$ cat config.mk
export PLATFORM = sky130hd
export DESIGN_NAME = tsa_sqrt_cell
export DESIGN_NICKNAME = d
export VERILOG_FILES = /design/src/design/tsa_pkg.sv /design/src/design/tsa_sqrt_cell.sv
export SDC_FILE = /design/constraint.sdc
export NUM_CORES = 1
export LEC_CHECK = 0
export BUFFER_PORTS_ARGS = -buffer_cell sky130_fd_sc_hd__clkbuf_2
export CORE_MARGIN = 5
export CORE_UTILIZATION = 49
export DETAILED_ROUTE_END_ITERATION = 8
export GPL_ROUTABILITY_DRIVEN = 0
export GPL_TIMING_DRIVEN = 1
export HOLD_SLACK_MARGIN = 0.08
export PLACE_DENSITY = 0.81
export SYNTH_ARGS = -nofsm -noshare
export SYNTH_HDL_FRONTEND = slang
export SYNTH_SLANG_ARGS = --single-unit
$ cat constraint.sdc
create_clock -name clk -period 3.4 [get_ports clk]
set_input_delay 0.17 -clock clk [delete_from_list [all_inputs] [get_ports clk]]
set_output_delay 0.17 -clock clk [all_outputs]
set_load 0.05 [all_outputs]
$ cat src/design/tsa_pkg.sv
package tsa_pkg;

	localparam int SIDE_W        = 16;
	localparam int DEF_SIDE_BITS = 16;
	localparam int IN_W          = 48;
	localparam int OUT_W         = 80;
	localparam int USER_W        = 1;
	localparam int PER_W         = 18;
	localparam int AREA_W        = 33;
	localparam int ANG_W         = 8;
	localparam int GAM_W         = 9;
	localparam int CNT_W         = 8;
	localparam int ANG_STEPS     = 8;
	localparam int ANG_MAX       = 180;
	localparam int FRAC          = 30;
	localparam int COS_W         = 32;

	localparam logic [63:0] PI_Q60   = 64'h3243F6A8885A308D;
	localparam logic [63:0] ONE_Q60  = 64'h1000000000000000;
	localparam logic [63:0] STEP_Q60 = PI_Q60 / 360;

	typedef logic signed [COS_W-1:0] cos_tab_t [0:ANG_MAX];

	function automatic logic [63:0] mul_q60(input logic [63:0] x, input logic [63:0] y);
		logic [127:0] w;
		w = {64'd0, x} * {64'd0, y};
		return w[123:60];
	endfunction

	function automatic logic [63:0] div_term(input logic [63:0] v, input int n);
		logic [63:0] r;
		unique case (n)
			1: r = v / 2;
			2: r = v / 12;
			3: r = v / 30;
			4: r = v / 56;
			5: r = v / 90;
			6: r = v / 132;
			7: r = v / 182;
			8: r = v / 240;
			9: r = v / 306;
			10: r = v / 380;
			11: r = v / 462;
			12: r = v / 552;
			13: r = v / 650;
			14: r = v / 756;
			15: r = v / 870;
			16: r = v / 992;
			17: r = v / 1122;
			18: r = v / 1260;
			19: r = v / 1406;
			default: r = v / 1560;
		endcase
		return r;
	endfunction

	// Cosine of each half-degree boundary, 30 fractional bits, from a Taylor series.
	function automatic cos_tab_t build_cos_tab();
		cos_tab_t t;
		logic [63:0] x;
		logic [63:0] x2;
		logic [63:0] term;
		logic [63:0] sum;
		logic [63:0] rnd;
		t[0] = '0;
		for (int k = 1; k <= 90; k++) begin
			x = 64'(2 * k - 1) * STEP_Q60;
			x2 = mul_q60(x, x);
			term = ONE_Q60;
			sum = ONE_Q60;
			for (int n = 1; n <= 20; n++) begin
				term = div_term(mul_q60(term, x2), n);
				if ((n % 2) == 1) begin
					sum = sum - term;
				end else begin
					sum = sum + term;
				end
			end
			rnd = (sum + 64'h20000000) >> FRAC;
			t[k] = COS_W'(rnd);
			t[ANG_MAX + 1 - k] = -COS_W'(rnd);
		end
		return t;
	endfunction

	localparam cos_tab_t COS_TAB = build_cos_tab();

endpackage

$ cat src/design/tsa_sqrt_cell.sv
module tsa_sqrt_cell import tsa_pkg::*; #(
	parameter int NW = 70,
	parameter int RW = 35
) (
	input  logic          clk,
	input  logic          en,
	input  logic [NW-1:0] op_i,
	input  logic [RW+1:0] rem_i,
	input  logic [RW-1:0] root_i,
	output logic [NW-1:0] op_o,
	output logic [RW+1:0] rem_o,
	output logic [RW-1:0] root_o
);

	logic [RW+3:0] cur;
	logic [RW+3:0] trial;
	logic [RW+3:0] diff;
	logic          ge;

	assign cur   = {rem_i, op_i[NW-1 -: 2]};
	assign trial = {2'b00, root_i, 2'b01};
	assign ge    = cur >= trial;
	assign diff  = cur - trial;

	always_ff @(posedge clk) begin
		if (en) begin
			op_o   <= {op_i[NW-3:0], 2'b00};
			rem_o  <= ge ? diff[RW+1:0] : cur[RW+1:0];
			root_o <= {root_i[RW-2:0], ge};
		end
	end

endmodule

=== Word-level counts from Yosys, hierarchy flattened ===
Index checks and enable logic that the tools add are counted.

* Output and inout bits: 142
* Bits in registers: 140

* $lt $le $gt $ge: 1
* Mux-type cells: 1
* Add/sub/neg operators: 1

{| class="wikitable"
|+ Operators by type and width
! operator !! number
|-
| $ge 39x37->1 || 1
|-
| $mux 37 || 1
|-
| $sub 37x37->37 || 1
|}

=== Longest topological paths before layout ===
Gate-level depths: netlist (run 1).

* Depth in word-level cells: 2
* Gate-level depth with buffers: 13

=== Least setup slack after synthesis (run 1) ===
OpenSTA, ideal clock, no wires.

* Path type: input -> register
* Start point: input root_i[3]
* End point: register rem_o[30], data pin
* Slack: 0.431 ns
* Cell stages on the path: 11
* Setup time: 0.260 ns
* Arrival time: 2.709 ns
* Cells stage by stage: inv_1 -> ha_1 -> o311ai_0 -> a21oi_1 -> a311oi_2 -> a211o_1 -> nand2_1 -> a21o_1 -> a31oi_4 -> buf_6 -> mux2_2

* Word-level cells in the longest chain between the ends: 2
* Elaborated cells on any way between the ends: 3
* Classes of those cells: add/sub: 1; order compare: 1; mux: 1

{| class="wikitable"
|+ Ends and longest elaborated chain
! item !! line !! text
|-
| from (decl) || tsa_sqrt_cell.sv:9 || <nowiki>input logic [RW-1:0] root_i,</nowiki>
|-
| $sub 37x37->37 or $ge 39x37->1 (tied branches) || tsa_sqrt_cell.sv:23, tsa_sqrt_cell.sv:22 ||
|-
| $mux 37 (*) || tsa_sqrt_cell.sv:28 || <nowiki>rem_o <= ge ? diff[RW+1:0] : cur[RW+1:0];</nowiki>
|-
| to (signal assigned) || tsa_sqrt_cell.sv:28 ||
|-
| to (decl) || tsa_sqrt_cell.sv:11 || <nowiki>output logic [RW+1:0] rem_o,</nowiki>
|}

Every way passes the cells marked *; elsewhere a longest branch is shown, timed or not.
A chain may end at the register's enable or synchronous reset.

=== Worst setup path after layout (run 1) ===
* Start point: input root_i[6]
* End point: register rem_o[13], data pin

Same word-level chain as after synthesis.

==> run_results.csv, run 1 <==
group,metric,value,unit
run_status,outcome,"finished, final reports clean",
floorplanning,die_h,128.5,microns
power_and_ir_drop,internal-power,3765,uW
setup_path,cp-end-kind,"flip-flop",
cts,clockRootBuffer,"clkbuf_16",
power_and_ir_drop,pwr-share-seq,0.378,
synth,synth_flop_cell,"edfxtp_1",
synth,ys_seq_elements,140,
setup_path,crit_fanout,16,
detailed_routing,vias_per_cell,5.355,
cts,tritoncts,"built",
timing,slew_violations,0,
floorplanning,initial_utilization,0.4976,
timing,fin_setup_tns,0,ns
detailed_routing,wirelength,23890,microns
setup_path,slowest_stage,"dlygate4sd3_1",
global_routing,grt_pass1_vias,6237,
final_layout,drive_above_1_share,0.3826,
cts,h-tree-depth,4,
worst_hold_path,hp-start,"rem_i[25]",
global_routing,overflow,0,
cts,clkSlewWorstSetupHoldPaths,0.06,ns
setup_path,cp.arrival,3.49,ns
placed_design,portBuffers,283,
synth,post-synth-top-area-cell,"edfxtp_1",
setup_path,crit_start,"root_i[6]",
floorplanning,coreArea,13830,sq um
setup_path,cp-start-kind,"input port",
synth,yosysSeqAreaShare,0.6110,
global_routing,grt_max_degree,75,
timing,final.setup.worst_slack,0.07777,ns
power_and_ir_drop,p_sw_frac,0.3457,
power_and_ir_drop,p_sw,1989,uW
timing,rsz0062_at_grt,"no",
floorplanning,dieArea,16510,sq um
floorplanning,rows,43,
cts,cts_buffer_depth,2,
placed_design,dpl.hpwl,14950,microns
synth,synthTopCellsByCount,"edfxtp_1 (140), inv_1 (46), ha_1 (37)",
run,drv_cap,0,
setup_path,critPathMaxStageDelay,0.54,ns
detailed_routing,num_vias,6169,
timing,fin_crit,3.322,ns
final_layout,fillers,842,
final_layout,fin_nets,1135,
synth,synthCells,516,
setup_path,crit_chain,"dlygate4sd3_1, clkbuf_2, inv_1, ha_1, a211oi_2, o21ai_0, and4_1, a311oi_2, a211o_1, nand2_1, a21o_1, a31oi_4, buf_12, mux2_2",
cts,cts.sinks,140,
floorplanning,io_pins,286,
setup_path,crit_family,"compound AO/OA/AOI/OAI gates",
detailed_routing,drt_iter0_markers,399,
setup_path,critical_path_class,"input port to flip-flop",
synth,synthDistinctLibCells,57,
timing,timing.fmax,0.3010,GHz
floorplanning,die_w,128.5,microns
detailed_routing,wl_per_cell,20.74,microns
cts,cts_made_buffers,17,
global_routing,grt_pass1_wl,35110,microns
timing,whs,0.1095,ns
placed_design,dpl_worst_slack,0.1994,ns
final_layout,area_growth,53.61,%
power_and_ir_drop,p_clk_frac,0.334,
power_and_ir_drop,p_leak,0.004780,uW
setup_path,crit_end,"rem_o[13]",
global_routing,track_usage,0.2788,
setup_path,crit_cells,14,
timing,period_share,0.9771,
synth,synth.most_common_cell,"edfxtp_1",
detailed_routing,drt_first_pass_iters,5,
detailed_routing,drc,0,
synth,postSynthAreaPerCell,13.33,sq um
setup_path,critical_path_required,3.57,ns
synth,async_flop_share,0,
timing,max-slew-margin-rel,0.4475,
power_and_ir_drop,power_frac_comb,0.288,
timing,hold_viol_final,0,
synth,yosysWarnings,0,
power_and_ir_drop,p_per_area,544.4,nW/um^2
worst_hold_path,hold_class,"input port to flip-flop",
synth,netlist.area_leader.share,0.6110,
power_and_ir_drop,vdd.ir_drop.worst,322.8,uV
detailed_routing,ant_nets,0,
timing,setup_viol,0,
setup_path,worst-path-buf-inv,4,
global_routing,antenna_found_initial,2,
timing,worstMarginPinSlew,0.8079,ns
synth,synth-edff-count,140,
synth,synth_area_leaders,"edfxtp_1 (61%), ha_1 (6.7%), mux2_2 (5.1%)",
synth,netlist_area,6880,sq um
-- sequential cells by signal, summed over array words and instances, names as in the netlist --
| signal | cells |
|---|---|
| root_o | 35 |
| op_o | 68 |
| rem_o | 37 |
-- layer usage --
metal,track usage,vias up,part of all wire
met5,0,-,0
met4,0.1174,0,0.043
met3,0.06393,72,0.069
met2,0.5155,327,0.52
met1,0.3064,2939,0.37
li1,-,2831,-
-- cells in the final DEF, fill, tap and decap left out, types with 7 or more instances in the layout --
master	count
a21o_1	22
nand2_1	21
inv_1	46
mux2_2	31
inv_6	8
a21oi_1	32
nor2_1	20
clkbuf_2	282
nand3_1	11
dlygate4sd3_1	133
xnor2_1	21
edfxtp_1	140
xor2_1	10
ha_1	37
buf_4	12
o21ai_0	16
clkbuf_16	18
nor3_1	7
and3_1	8
-- worst min-delay path by stage --
stage	endpoint	slack [ns]	cells after the start
3_5_place_dp	op_o[13]	0.35	1
5_1_grt	rem_o[27]	0.1	2
3_3_place_gp	op_o[43]	0.35	1
2_1_floorplan	op_o[10]	0.27	0
6_report	rem_o[27]	0.11	2
4_1_cts	rem_o[27]	0.08	2
-- final cells by class --
type,instances,area (sq um),share of cell area
antenna,5,12.51,0.001184
tap,180,225.2,0.02131
sequential,140,4204,0.3978
multi-input combinational,318,2447,0.2316
inverter,46,172.7,0.01634
clock inverter,15,172.7,0.01634
timing repair buffer,431,2909,0.2752
clock buffer,17,425.4,0.04025
-- logic make-up (layout without fill, tap and decap cells) --
| logic type | Yosys count | in the layout | synth area share |
|---|---|---|---|
| flops | 140 | 140 | 0.6110 |
| compound gates | 118 | 118 | 0.1178 |
| simple gates | 94 | 94 | 0.06892 |
| buf+inv | 59 | 509 | 0.03655 |
| fa+ha+maj | 37 | 37 | 0.06728 |
| mux | 36 | 36 | 0.05837 |
| xor+xnor | 31 | 31 | 0.03946 |
| other cells | 1 | 7 | 0.0005450 |
-- repair_timing --
item                                    CTS  global route
hold buffers                            133             0
gates resized for setup                   0             5
endpoints found under the setup margin    0            28
endpoints found under the hold margin   133             0
setup buffers                             0             2
-- power by group through the flow --
stage               Combinational, uW  Sequential, uW  Clock (uW)
finish                           1660            2180        1920
global route                     1740            2190        2020
CTS                              1620            2170        1920
detailed placement               1480            2200           0
global placement                 1460            2190           0
floorplan                         447            2810           0
-- stage by stage --
stage	utilization	std cells	instance area, sq um	power (uW)
final	0.7644	1152	10570	5754
after global routing	0.7644	1152	10570	5949
after CTS	0.7592	1144	10500	5704
after detailed placement	0.6197	979	8568	3684
after global placement	0.6197	979	8568	3649
after floorplan	-	517	6884	3259
Power figures use the tool's default switching activity.
==> inputs of run 2 (changes only) <==
--- a/config.mk
+++ b/config.mk
@@ -6,13 +6,15 @@
 export NUM_CORES = 1
 export LEC_CHECK = 0
 export BUFFER_PORTS_ARGS = -buffer_cell sky130_fd_sc_hd__clkbuf_2
+export CELL_PAD_IN_SITES_DETAIL_PLACEMENT = 1
+export CELL_PAD_IN_SITES_GLOBAL_PLACEMENT = 1
 export CORE_MARGIN = 5
-export CORE_UTILIZATION = 49
+export CORE_UTILIZATION = 37
 export DETAILED_ROUTE_END_ITERATION = 8
 export GPL_ROUTABILITY_DRIVEN = 0
 export GPL_TIMING_DRIVEN = 1
-export HOLD_SLACK_MARGIN = 0.08
-export PLACE_DENSITY = 0.81
+export HOLD_SLACK_MARGIN = 0.1
+export PLACE_DENSITY_LB_ADDON = 0.1
 export SYNTH_ARGS = -nofsm -noshare
 export SYNTH_HDL_FRONTEND = slang
 export SYNTH_SLANG_ARGS = --single-unit
==> run_results.csv, run 2 (same netlist as run 1, synthesis figures left out) <==
group,metric,value,unit
cts,h-tree-depth,4,
worst_hold_path,hold-path-cell-count,3,
setup_path,crit_fanout,12,
detailed_routing,num_vias,5889,
timing,rsz0062_at_grt,"no",
timing,fin_setup_tns,0,ns
power_and_ir_drop,vdd.ir_drop.worst,318.6,uV
detailed_routing,wl_met1,9624,microns
detailed_routing,ant_nets,0,
floorplanning,initial_utilization,0.3791,
detailed_routing,wl_met3,1291,microns
detailed_routing,routed-wl-met2,12730,microns
timing,max-slew-margin-rel,0.5588,
final_layout,fin_nets,1137,
global_routing,grt_max_degree,85,
run,drv_cap,0,
final_layout,top_register,"op_o",
setup_path,cp-start-kind,"input port",
cts,cts_buffer_depth,2,
placed_design,portBuffers,283,
cts,cts_made_buffers,17,
timing,setup_viol,0,
global_routing,track_usage,0.2189,
placed_design,dpl.hpwl,16550,microns
floorplanning,die_h,146.4,microns
cts,tritoncts,"built",
floorplanning,die_w,146.4,microns
final_layout,final_common_cell,"clkbuf_2",
global_routing,grt_pass1_vias,6381,
timing,slew_violations,0,
floorplanning,io_pins,286,
floorplanning,coreArea,18150,sq um
detailed_routing,routed.top_layer,"met4",
final_layout,area_growth,54.06,%
global_routing,grt_pass1_wl,37030,microns
power_and_ir_drop,p_leak,0.004756,uW
global_routing,antenna_found_initial,0,
global_routing,overflow,0,
setup_path,critical_path_required,3.56,ns
setup_path,cp.arrival,3.41,ns
final_layout,postLayoutCoreUtil,0.5841,
detailed_routing,wl_per_cell,20.01,microns
cts,clkSlewWorstSetupHoldPaths,0.06,ns
detailed_routing,drt_iter0_markers,261,
detailed_routing,wirelength,23970,microns
detailed_routing,drt_first_pass_iters,4,
cts,cts.sinks,140,
final_layout,drive_above_1_share,0.3839,
timing,period_share,0.9567,
final_layout,reg_top3,"op_o x68, rem_o x37, root_o x35",
final_layout,most-common-layout-cells,"clkbuf_2 (282), edfxtp_1 (140), dlygate4sd3_1 (135)",
setup_path,crit_start,"root_i[6]",
floorplanning,rows,49,
floorplanning,dieArea,21420,sq um
final_layout,diodes,0,
worst_hold_path,hp-start,"rem_i[23]",
setup_path,cp-end-kind,"flip-flop",
detailed_routing,drc,0,
setup_path,critical_path_class,"input port to flip-flop",
timing,timing.fmax,0.3074,GHz
detailed_routing,vias_per_cell,4.916,
timing,hold_viol_final,0,
cts,clockRootBuffer,"clkbuf_16",
power_and_ir_drop,p_per_area,529.0,nW/um^2
final_layout,largest_reg_flops,68,
timing,fin_crit,3.253,ns
timing,worstMarginPinSlew,0.6604,ns
run_status,outcome,"finished, final reports clean",
worst_hold_path,hold_class,"input port to flip-flop",
==> run 2: layer usage <==
metal / global-route usage / vias to the layer above
met5: 0 / -
met3: 0.05578 / 16
met1: 0.2523 / 2847
met2: 0.4056 / 191
li1: - / 2835
met4: 0.05362 / 0
==> run 2: what timing repair did <==
item,4_1_cts,5_1_grt
hold buffers,135,0
setup buffers,0,1
resized for setup,0,9
setup endpoints to repair,0,33
endpoints found under the hold margin,135,0
==> run 2: path summary, 6_finish.rpt <==
kind                   endpoint  slack, ns
worst min-delay path  rem_o[25]       0.15
worst max-delay path  rem_o[24]       0.15
==> run 2: power by group <==
part	switching, uW	total [uW]	internal, uW
registers	60.5	2170	2110
clock network	829	1790	961
logic	1100	1640	545
total	1990	5610	3620
==> run 2: cell type report <==
cell class	count	area [sq um]
Inverter	46	172.7
Clock buffer	18	429.2
Timing Repair Buffer	433	2933
Multi-Input combinational cell	318	2452
Clock inverter	14	122.6
Tap cell	229	286.5
Sequential cell	140	4204
Fill cell	1928	7547
==> run 2: critical path, cell delays in order <==
cell,delay [ns]
dlygate4sd3_1,0.53
clkbuf_2,0.12
inv_1,0.05
ha_2,0.30
a211oi_2,0.27
o21ai_0,0.18
and4_1,0.24
a311oi_2,0.25
a211o_1,0.17
nand2_1,0.06
a21o_1,0.23
a31oi_4,0.26
clkbuf_16,0.24
mux2_2,0.34
==> run 2: per-stage QoR <==
stage          instance area, sq um  setup slack (ns)  instances  hold slack, ns  power [uW]
2_1_floorplan                  6884            0.4309        517          0.2689        3259
5_1_grt                       10600          0.001925       1198          0.1689        5848
6_report                      10600            0.1471       1198          0.1522        5608
3_5_place_dp                   8637            0.1749       1029          0.3492        3703
4_1_cts                       10540           0.05432       1196          0.1346        5615
3_3_place_gp                   8637            0.2602       1029          0.3468        3675
